==> config.mk <==
export PLATFORM = sky130hd
export DESIGN_NAME = murmur_string_hash_top_flat
export DESIGN_NICKNAME = d
export VERILOG_FILES = /design/src/design/msh_pkg.sv /design/src/design/msh_req_if.sv /design/src/design/msh_rsp_if.sv /design/src/design/msh_front.sv /design/src/design/msh_queue.sv /design/src/design/msh_back.sv /design/src/design/murmur_string_hash_top.sv /design/src/flat_wrapper.sv
export SDC_FILE = /design/constraint.sdc
export NUM_CORES = 2
export LEC_CHECK = 0
export BUFFER_PORTS_ARGS = -buffer_cell sky130_fd_sc_hd__clkbuf_2
export CAP_MARGIN = 20
export CORE_MARGIN = 1.5
export CORE_UTILIZATION = 50
export DETAILED_ROUTE_END_ITERATION = 16
export PLACE_DENSITY = 0.68
export SETUP_SLACK_MARGIN = 0.4
export SYNTH_ARGS = -nofsm -noshare
export SYNTH_HDL_FRONTEND = slang
export SYNTH_HIERARCHICAL = 1
export SYNTH_SLANG_ARGS = --single-unit
==> constraint.sdc <==
create_clock -name clock -period 7.75 [get_ports clock]
set_input_delay 0.775 -clock clock [delete_from_list [all_inputs] [get_ports clock]]
set_output_delay 0.775 -clock clock [all_outputs]
set_load 0.005 [all_outputs]
==> src/design/msh_pkg.sv <==
// msh_pkg: shared types, constants and helpers for the string hash block
// no dependencies; compiled first

package msh_pkg;

   localparam int BYTE_W = 8;
   localparam int HASH_W = 30;
   localparam int WORD_W = 32;
   localparam int TAIL_W = 24;

   localparam logic [WORD_W-1:0] C1      = 32'hcc9e2d51;
   localparam logic [WORD_W-1:0] C2      = 32'h1b873593;
   localparam logic [WORD_W-1:0] MIX_ADD = 32'he6546b64;
   localparam logic [WORD_W-1:0] F1      = 32'h85ebca6b;
   localparam logic [WORD_W-1:0] F2      = 32'hc2b2ae35;
   localparam logic [WORD_W-1:0] FOLD    = 32'h3fffffff;

   // one queued command from the packer to the mixer
   typedef struct packed {
      logic              blk;     // word is a full four-byte block
      logic              fin;     // string ends, finalize after any mix
      logic              tail;    // word is a zero-filled partial tail
      logic [WORD_W-1:0] word;
      logic [WORD_W-1:0] length;
      logic [WORD_W-1:0] seed;    // seed in force when the string started
   } cmd_type;

   typedef enum logic [2:0] {
      ST_IDLE,
      ST_MUL1,
      ST_MUL2,
      ST_MIX,
      ST_AV1,
      ST_AV2,
      ST_OUT
   } state_type;

   typedef struct packed {
      logic pop;
      logic mul1;
      logic mul2;
      logic mix;
      logic av1;
      logic av2;
      logic emit;
   } back_ctl_type;

   function automatic logic [WORD_W-1:0] rotl32(input logic [WORD_W-1:0] x,
                                                input int unsigned n);
      return (x << n) | (x >> (WORD_W - n));
   endfunction

endpackage

==> src/design/msh_req_if.sv <==
// msh_req_if: request channel carrying string bytes
// depends on msh_pkg

interface msh_req_if
   import msh_pkg::*;
();
   logic              valid;
   logic              ready;
   logic [BYTE_W-1:0] data_byte;
   logic              last;
   logic              empty_req;

   modport source (output valid, output data_byte, output last, output empty_req,
                   input ready);
   modport sink   (input valid, input data_byte, input last, input empty_req,
                   output ready);
endinterface

==> src/design/msh_rsp_if.sv <==
// msh_rsp_if: response channel carrying the finished hash
// depends on msh_pkg

interface msh_rsp_if
   import msh_pkg::*;
();
   logic              valid;
   logic              ready;
   logic [HASH_W-1:0] hash;

   modport source (output valid, output hash, input ready);
   modport sink   (input valid, input hash, output ready);
endinterface

==> src/design/msh_front.sv <==
// msh_front: takes request bytes, packs them into words, queues mix/finish commands
// depends on msh_pkg and msh_req_if

module msh_front
   import msh_pkg::*;
(
   input  logic              clock,
   input  logic              reset,
   input  logic [WORD_W-1:0] seed,
   msh_req_if.sink           req_ch,
   input  logic              q_ready,
   output logic              q_push,
   output cmd_type           q_cmd
);

   logic [TAIL_W-1:0] pending_ff, pending_in;
   logic [1:0]        phase_ff, phase_in;
   logic [WORD_W-1:0] length_ff, length_in;
   logic              in_str_ff, in_str_in;
   logic [WORD_W-1:0] str_seed_ff, str_seed_in;

   logic              accept;
   logic              has_byte;
   logic              blk;
   logic [TAIL_W-1:0] byte_shifted;

   assign req_ch.ready = q_ready;
   assign accept       = req_ch.valid && q_ready;
   assign has_byte     = !req_ch.empty_req;
   assign blk          = has_byte && (phase_ff == 2'd3);
   assign byte_shifted = {16'h0, req_ch.data_byte} << {phase_ff, 3'b000};

   always_comb begin
      if (blk) begin
         pending_in = '0;
         phase_in   = 2'd0;
      end else if (has_byte) begin
         pending_in = pending_ff | byte_shifted;
         phase_in   = phase_ff + 2'd1;
      end else begin
         pending_in = pending_ff;
         phase_in   = phase_ff;
      end
      length_in = length_ff + WORD_W'(has_byte);
      // seed is captured by the first byte of a string
      in_str_in   = in_str_ff || has_byte;
      str_seed_in = in_str_ff ? str_seed_ff : seed;
   end

   always_comb begin
      q_push        = accept && (blk || req_ch.last);
      q_cmd.blk     = blk;
      q_cmd.fin     = req_ch.last;
      q_cmd.tail    = (phase_in != 2'd0);
      q_cmd.word    = blk ? {req_ch.data_byte, pending_ff} : {8'h0, pending_in};
      q_cmd.length  = length_in;
      q_cmd.seed    = str_seed_in;
   end

   always_ff @(posedge clock) begin
      if (reset) begin
         pending_ff  <= '0;
         phase_ff    <= '0;
         length_ff   <= '0;
         in_str_ff   <= 1'b0;
         str_seed_ff <= '0;
      end else if (accept) begin
         if (req_ch.last) begin
            pending_ff <= '0;
            phase_ff   <= '0;
            length_ff  <= '0;
            in_str_ff  <= 1'b0;
         end else begin
            pending_ff  <= pending_in;
            phase_ff    <= phase_in;
            length_ff   <= length_in;
            in_str_ff   <= in_str_in;
            str_seed_ff <= str_seed_in;
         end
      end
   end

endmodule

==> src/design/msh_queue.sv <==
// msh_queue: small command queue between packer and mixer
// depends on msh_pkg

module msh_queue
   import msh_pkg::*;
#(
   parameter int DEPTH = 4
)
(
   input  logic    clock,
   input  logic    reset,
   input  logic    push,
   input  cmd_type push_cmd,
   output logic    push_ready,
   input  logic    pop,
   output logic    pop_valid,
   output cmd_type pop_cmd
);

   localparam int PTR_W = (DEPTH > 1) ? $clog2(DEPTH) : 1;
   localparam int CNT_W = $clog2(DEPTH + 1);

   cmd_type           entries_ff [DEPTH];
   logic [PTR_W-1:0]  wr_ptr_ff, wr_ptr_in;
   logic [PTR_W-1:0]  rd_ptr_ff, rd_ptr_in;
   logic [CNT_W-1:0]  count_ff, count_in;
   logic              do_push, do_pop;

   assign push_ready = (count_ff != CNT_W'(DEPTH));
   assign pop_valid  = (count_ff != '0);
   assign pop_cmd    = entries_ff[rd_ptr_ff];
   assign do_push    = push && push_ready;
   assign do_pop     = pop && pop_valid;

   always_comb begin
      wr_ptr_in = (wr_ptr_ff == PTR_W'(DEPTH - 1)) ? '0 : wr_ptr_ff + PTR_W'(1);
      rd_ptr_in = (rd_ptr_ff == PTR_W'(DEPTH - 1)) ? '0 : rd_ptr_ff + PTR_W'(1);
      count_in  = count_ff + CNT_W'(do_push) - CNT_W'(do_pop);
   end

   always_ff @(posedge clock) begin
      if (reset) begin
         wr_ptr_ff <= '0;
         rd_ptr_ff <= '0;
         count_ff  <= '0;
      end else begin
         if (do_push) wr_ptr_ff <= wr_ptr_in;
         if (do_pop)  rd_ptr_ff <= rd_ptr_in;
         count_ff <= count_in;
      end
   end

   always_ff @(posedge clock) begin
      if (do_push) entries_ff[wr_ptr_ff] <= push_cmd;
   end

endmodule

==> src/design/msh_back.sv <==
// msh_back: block mixer and finalizer sequencer with output register
// depends on msh_pkg and msh_rsp_if

module msh_back
   import msh_pkg::*;
(
   input  logic              clock,
   input  logic              reset,
   input  logic              q_valid,
   input  cmd_type           q_cmd,
   output logic              q_pop,
   msh_rsp_if.source         rsp_ch
);

   state_type         state_ff, state_in;
   back_ctl_type      ctl;
   cmd_type           cmd_ff;
   logic [WORD_W-1:0] hash_ff;
   logic [WORD_W-1:0] d_ff;
   logic              fresh_ff;
   logic              rsp_valid_ff;
   logic [HASH_W-1:0] rsp_hash_ff;

   logic              out_free;
   logic              q_needs_mix;
   logic [WORD_W-1:0] mix_rot;
   logic [WORD_W-1:0] av_pre;
   logic [WORD_W-1:0] av_out;

   assign out_free    = !rsp_valid_ff || rsp_ch.ready;
   assign q_needs_mix = q_cmd.blk || (q_cmd.fin && q_cmd.tail);
   assign rsp_ch.valid = rsp_valid_ff;
   assign rsp_ch.hash  = rsp_hash_ff;
   assign q_pop        = ctl.pop;

   always_comb begin
      state_in = state_ff;
      unique case (state_ff)
         ST_IDLE: begin
            if (q_valid) state_in = q_needs_mix ? ST_MUL1 : ST_AV1;
         end
         ST_MUL1: state_in = ST_MUL2;
         ST_MUL2: state_in = ST_MIX;
         ST_MIX:  state_in = cmd_ff.fin ? ST_AV1 : ST_IDLE;
         ST_AV1:  state_in = ST_AV2;
         ST_AV2:  state_in = ST_OUT;
         ST_OUT: begin
            if (out_free) state_in = ST_IDLE;
         end
         default: state_in = ST_IDLE;
      endcase
   end

   always_comb begin
      ctl = '0;
      unique case (state_ff)
         ST_IDLE: ctl.pop  = q_valid;
         ST_MUL1: ctl.mul1 = 1'b1;
         ST_MUL2: ctl.mul2 = 1'b1;
         ST_MIX:  ctl.mix  = 1'b1;
         ST_AV1:  ctl.av1  = 1'b1;
         ST_AV2:  ctl.av2  = 1'b1;
         ST_OUT:  ctl.emit = out_free;
         default: ctl      = '0;
      endcase
   end

   assign mix_rot = rotl32(hash_ff ^ d_ff, 13);
   assign av_pre  = hash_ff ^ cmd_ff.length;
   assign av_out  = d_ff ^ (d_ff >> 16);

   always_ff @(posedge clock) begin
      if (reset) begin
         state_ff     <= ST_IDLE;
         fresh_ff     <= 1'b1;
         rsp_valid_ff <= 1'b0;
      end else begin
         state_ff <= state_in;
         if (ctl.mix) fresh_ff <= 1'b0;
         else if (ctl.emit) fresh_ff <= 1'b1;
         if (ctl.emit) rsp_valid_ff <= 1'b1;
         else if (rsp_ch.ready) rsp_valid_ff <= 1'b0;
      end
   end

   always_ff @(posedge clock) begin
      if (ctl.pop) begin
         cmd_ff <= q_cmd;
         if (fresh_ff) hash_ff <= q_cmd.seed;
      end
      if (ctl.mul1) d_ff <= cmd_ff.word * C1;
      if (ctl.mul2) d_ff <= rotl32(d_ff, 15) * C2;
      if (ctl.mix)  hash_ff <= mix_rot * 32'd5 + MIX_ADD;
      if (ctl.av1)  d_ff <= (av_pre ^ (av_pre >> 16)) * F1;
      if (ctl.av2)  d_ff <= (d_ff ^ (d_ff >> 13)) * F2;
      if (ctl.emit) rsp_hash_ff <= HASH_W'(av_out & FOLD);
   end

endmodule

==> src/design/murmur_string_hash_top.sv <==
// murmur_string_hash_top: byte-serial 32-bit murmur-style string hash, 30-bit result
// a last request's command passes the queue, MUL1, MUL2 and MIX if a word is left,
// then AV1, AV2 and OUT; bytes enter one per cycle while the queue has room and each
// word takes IDLE, MUL1, MUL2 and MIX, so long strings sustain about one byte per cycle
// reset: synchronous, active high; seed clears to zero, queue and sequencer empty
// depends on msh_pkg, msh_req_if, msh_rsp_if, msh_front, msh_queue, msh_back

module murmur_string_hash_top
   import msh_pkg::*;
#(
   parameter int QUEUE_DEPTH = 4
)
(
   input  logic              clock,
   input  logic              reset,
   msh_req_if.sink           req_ch,
   msh_rsp_if.source         rsp_ch,
   input  logic              csr_wr_en,
   input  logic [WORD_W-1:0] csr_wr_data
);

   // seed register, captured by the packer whenever a new string starts
   logic [WORD_W-1:0] seed_ff;

   // command path between packer and mixer
   logic    q_push;
   logic    q_ready;
   cmd_type q_push_cmd;
   logic    q_valid;
   logic    q_pop;
   cmd_type q_pop_cmd;

   always_ff @(posedge clock) begin
      if (reset) begin
         seed_ff <= '0;
      end else if (csr_wr_en) begin
         seed_ff <= csr_wr_data;
      end
   end

   // front: packs bytes little-endian, counts length, emits block and finish commands
   msh_front u_front (
      .clock   (clock),
      .reset   (reset),
      .seed    (seed_ff),
      .req_ch  (req_ch),
      .q_ready (q_ready),
      .q_push  (q_push),
      .q_cmd   (q_push_cmd)
   );

   // queue: lets the packer keep taking bytes while the mixer is busy
   msh_queue #(
      .DEPTH (QUEUE_DEPTH)
   ) u_queue (
      .clock      (clock),
      .reset      (reset),
      .push       (q_push),
      .push_cmd   (q_push_cmd),
      .push_ready (q_ready),
      .pop        (q_pop),
      .pop_valid  (q_valid),
      .pop_cmd    (q_pop_cmd)
   );

   // back: multi-cycle block mix, length fold-in, avalanche, output register
   msh_back u_back (
      .clock   (clock),
      .reset   (reset),
      .q_valid (q_valid),
      .q_cmd   (q_pop_cmd),
      .q_pop   (q_pop),
      .rsp_ch  (rsp_ch)
   );

   // packer never pushes into a full queue
   assert property (@(posedge clock) disable iff (reset) q_push |-> q_ready)
      else $error("command pushed while queue full");

   // mixer only pops when a command is waiting
   assert property (@(posedge clock) disable iff (reset) q_pop |-> q_valid)
      else $error("command popped from empty queue");

   // a rising response valid never directly follows a pop of the mixer
   assert property (@(posedge clock) disable iff (reset)
                    $rose(rsp_ch.valid) |-> !$past(q_pop))
      else $error("response raised right after a pop");

endmodule

==> src/flat_wrapper.sv <==
// flat-port wrapper written by rule: the top's interface ports become plain ports
module murmur_string_hash_top_flat import msh_pkg::*;
#(
   parameter int QUEUE_DEPTH = 4
)
  (clock, reset, csr_wr_en, csr_wr_data, req_ch_valid, req_ch_data_byte, req_ch_last, req_ch_empty_req, req_ch_ready, rsp_ch_valid, rsp_ch_hash, rsp_ch_ready);
  msh_req_if req_ch_i ();
  msh_rsp_if rsp_ch_i ();
  input  logic clock;
  input  logic reset;
  input  logic csr_wr_en;
  input  logic [WORD_W-1:0] csr_wr_data;
  input wire logic [$bits(req_ch_i.valid)-1:0] req_ch_valid;
  input wire logic [$bits(req_ch_i.data_byte)-1:0] req_ch_data_byte;
  input wire logic [$bits(req_ch_i.last)-1:0] req_ch_last;
  input wire logic [$bits(req_ch_i.empty_req)-1:0] req_ch_empty_req;
  output wire logic [$bits(req_ch_i.ready)-1:0] req_ch_ready;
  output wire logic [$bits(rsp_ch_i.valid)-1:0] rsp_ch_valid;
  output wire logic [$bits(rsp_ch_i.hash)-1:0] rsp_ch_hash;
  input wire logic [$bits(rsp_ch_i.ready)-1:0] rsp_ch_ready;
  assign req_ch_i.valid = req_ch_valid;
  assign req_ch_i.data_byte = req_ch_data_byte;
  assign req_ch_i.last = req_ch_last;
  assign req_ch_i.empty_req = req_ch_empty_req;
  assign req_ch_ready = req_ch_i.ready;
  assign rsp_ch_valid = rsp_ch_i.valid;
  assign rsp_ch_hash = rsp_ch_i.hash;
  assign rsp_ch_i.ready = rsp_ch_ready;
  murmur_string_hash_top #(.QUEUE_DEPTH(QUEUE_DEPTH)) u_core (.clock(clock), .reset(reset), .req_ch(req_ch_i), .rsp_ch(rsp_ch_i), .csr_wr_en(csr_wr_en), .csr_wr_data(csr_wr_data));
endmodule
==> summary.md <==
| Metric | Value |
|---|---|
| First-pass iteration count of the detailed router | `5` |
| Synthesized cell area | `63100 µm²` |
| GRT Util Overall | `0.265` |
| Finished Cell Area | `69700 µm²` |
| M1 WL | `71.1 mm` |
| Antenna-violating nets left | `0` |
| Outcome | `completed` |
| Final net count | `7254` |
| Crit path time final | `7210 ps` |
| Post-Synth XOR/XNOR Area | `0.0559` |
| Max Clock Freq | `0.139 GHz` |
| Placed Area | `66300 µm²` |
| Critical Path AT | `7610 ps` |
| Post-synth EDFFs | `555` |
| Core area | `125000 µm²` |
| Met3 WL | `10.6 mm` |
| Die Span X | `358 µm` |
| Total number of vias | `40000` |
| Synth Area in Compound Gates | `0.0608` |
| Yosys synthesis warning count | `6` |
| Hold_buf cts | `0` |
| Critical Path Source Type | `flip-flop` |
| Layout cells sized above 1 | `0.114` |
| Max-cap viol count | `0` |
| Adder-cell share of the synthesized area | `0.397` |
| Reg area | `19400 µm²` |
| Die area | `128000 µm²` |
| CTS tree | `done` |
| Multi-input gate area | `38900 µm²` |
| Worst hold path class | `in -> reg` |
| Routability cong. | `0.992` |
| Starting density of the core | `0.503` |
| Post-Syn Nets | `7008` |
| H-tree levels | `3` |
| Main flop type after synthesis | `edfxtp_1` |
| Register bit total from synthesis | `692` |
| DRC viols | `0` |
| Worst endpoint required time | `8150 ps` |
| Post-Synth Simple-Gate Area | `0.0469` |
| Final Hold Fails | `0` |
| Area grow syn2layout | `10.4%` |
| Ys async rst share | `0` |
| Max-slew violations | `0` |
| Cells after Synth | `5405` |
| Register area share after synthesis | `0.307` |
| Vias in the first global route | `41500` |
| Reg clk slew, reported paths | `80 ps` |
| Setup TNS | `0 ps` |
| Max Used Layer | `met4` |
| Final worst path period share | `0.930` |
| WL final | `166 mm` |
| First-pass GRT wire length | `252 mm` |
| Worst skew pair latency | `680 ps` |
| PortBufs | `78` |
| Worst Setup End Kind | `flip-flop` |
| CTS Sinks | `692` |
| Grt ovf | `0` |
| Largest net degree at the start of global routing | `63` |
| Synth cell types | `98` |
| Main combinational cell family by area after synthesis | `adder cells` |
| Total CTS buffers | `74` |
| Unrepaired setup endpoints after global routing | `yes` |
| Reg2Reg Setup Slack | `540 ps` |
| Crit-path max FO | `5` |
| Routed wl met2 | `77.2 mm` |
| Die Ht | `358 µm` |
| Rows | `130` |
| Filler cell count | `10500` |
| Clock root buffer | `clkbuf_16` |
| Post-DP HPWL | `135 mm` |
| Setup Skew | `52.1 ps` |
| Setup CP Type | `reg -> reg` |
| # setup viols final | `0` |
| Drt wl/cell | `22.5 µm` |
| Max_slew headroom | `0.169` |
| 1st-iter DRT viols | `3256` |
| # IOs | `79` |
| Worst-Margin Slew | `1240 ps` |
| Mean post-synth cell area | `11.7 µm²` |
| Fraction of synthesized area in multiplexers | `0.0480` |
| Initial antenna violation count | `1` |
| Via density | `5.44` |
| Clk buf depth | `3` |
==> cell type report <==
class                      instances  area share
timing repair buffer             291      0.0290
clock inverter                    38     0.00772
tap                             1650      0.0296
inverter                        1251      0.0674
sequential                       692       0.279
clock buffer                      98      0.0292
antenna                            1   0.0000359
multi-input combinational       3341       0.559
==> flip-flops by register name (all words and copies together), names as in the netlist, 2 cells and up, named ones only <==
signal	count
u_core/u_queue/entries_ff	396
u_core/u_back/state_ff	3
u_core/u_front/str_seed_ff	32
u_core/u_back/d_ff	32
u_core/u_front/pending_ff	24
u_core/u_back/rsp_ch.hash	30
u_core/u_back/hash_ff	32
u_core/u_queue/count_ff	3
u_core/u_back/cmd_ff	65
u_core/u_front/phase_ff	2
u_core/u_queue/wr_ptr_ff	2
u_core/u_front/length_ff	32
u_core/u_queue/rd_ptr_ff	2
u_core/seed_ff	32
==> final timing paths <==
path,end,cells past startpoint,startpoint
worst min register to register,u_core/u_back/fresh_ff,1,u_core/u_back/fresh_ff
worst max-delay path,u_core/u_back/d_ff[24],21,u_core/u_back/cmd_ff[71]
worst min-delay path,u_core/seed_ff[1],3,csr_wr_data[1]
worst max register to register,u_core/u_back/d_ff[24],21,u_core/u_back/cmd_ff[71]
==> critical path, stage by stage, from the launching register on <==
cell      delay, ps
edfxtp_1        530
buf_4           240
ha_1            400
fa_1            420
fa_1            490
inv_1            50
fa_1            470
inv_1            50
fa_1            480
fa_1            590
fa_1            430
ha_1            300
ha_1            350
a21oi_1         170
o21ai_0         140
a221o_1         440
a21oi_1         250
inv_1            60
a31oi_1         190
xnor2_1         120
a211oi_1        650
a21oi_1         100
==> placed cells by master, fill, tap and decap left out, types with 77 or more instances in the layout <==
| master | instances |
|---|---|
| o21ai_0 | 129 |
| inv_1 | 1244 |
| dfxtp_1 | 134 |
| a21o_1 | 78 |
| a21oi_1 | 149 |
| nand2_1 | 121 |
| nor2_1 | 230 |
| fa_1 | 740 |
| ha_1 | 799 |
| mux4_2 | 99 |
| xnor2_1 | 230 |
| edfxtp_1 | 555 |
| clkbuf_2 | 77 |
| xor2_1 | 138 |
| buf_4 | 210 |
==> synth_stat cells (6+ instances only) <==
| library cell | number | area share |
|---|---|---|
| inv_1 | 1250 | 0.074 |
| ha_1 | 809 | 0.16 |
| fa_1 | 747 | 0.24 |
| edfxtp_1 | 555 | 0.26 |
| xnor2_1 | 249 | 0.035 |
| nor2_1 | 230 | 0.014 |
| a21oi_1 | 153 | 0.012 |
| xor2_1 | 152 | 0.021 |
| dfxtp_1 | 137 | 0.043 |
| o21ai_0 | 130 | 0.010 |
| nand2_1 | 122 | 0.0073 |
| mux4_2 | 99 | 0.035 |
| clkbuf_1 | 85 | 0.0051 |
| a21o_1 | 78 | 0.0093 |
| nor3_1 | 65 | 0.0052 |
| mux2i_1 | 43 | 0.0068 |
| a211oi_1 | 36 | 0.0043 |
| mux2_2 | 33 | 0.0059 |
| a22oi_1 | 29 | 0.0034 |
| nand2b_1 | 28 | 0.0028 |
| nor2b_1 | 26 | 0.0026 |
| a31oi_1 | 25 | 0.0025 |
| o21a_1 | 25 | 0.0030 |
| nand3_1 | 24 | 0.0019 |
| and3_1 | 22 | 0.0022 |
| or3_1 | 20 | 0.0020 |
| buf_2 | 16 | 0.0013 |
| and2_1 | 14 | 0.0014 |
| o211ai_1 | 13 | 0.0015 |
| o21bai_1 | 13 | 0.0015 |
| nand4_1 | 12 | 0.0012 |
| or2_2 | 10 | 0.00099 |
| o22ai_1 | 9 | 0.00089 |
| a211o_1 | 7 | 0.00097 |
| buf_4 | 7 | 0.00083 |
| nor4_1 | 7 | 0.00069 |
| o31ai_1 | 7 | 0.00083 |
| a32o_1 | 6 | 0.00095 |
| and4_1 | 6 | 0.00083 |
| o21ai_1 | 6 | 0.00048 |
==> metal layers <==
metal / GRT usage / vias to the layer above
li1: - / 18300
met1: 0.371 / 20200
met2: 0.425 / 1304
met3: 0.0319 / 252
met4: 0.0951 / 0
met5: 0 / -
==> logic make-up (layout without fill, tap and decap cells) <==
kind of cell	after synthesis	count (layout)
simple gates	615	615
flops	692	692
buf+inv	1372	1678
xor+xnor	402	402
fa+ha+maj	1556	1556
compound gates	593	593
mux	175	175
other cells	0	1
==> what timing repair did <==
| action | CTS | global route |
|---|---|---|
| setup buffers | 2 | 49 |
| endpoints found under the hold margin | 0 | 0 |
| gates cloned | 0 | 0 |
| setup endpoints to repair | 6 | 11 |
| resized for setup | 12 | 68 |
| pin swaps | 2 | 35 |
==> through the flow <==
stage	util	setup WS [ps]	hold slack, ps	instances
CTS	0.550	375	307	7311
floorplan	-	448	435	5405
finish	0.556	543	347	7362
global placement	0.529	133	447	7171
global route	0.556	244	343	7361
detailed placement	0.529	61.6	455	7173
Power is left out: the tool's default activity adds up to more than one toggle a clock period on the data nets, which glitch-free logic cannot reach.
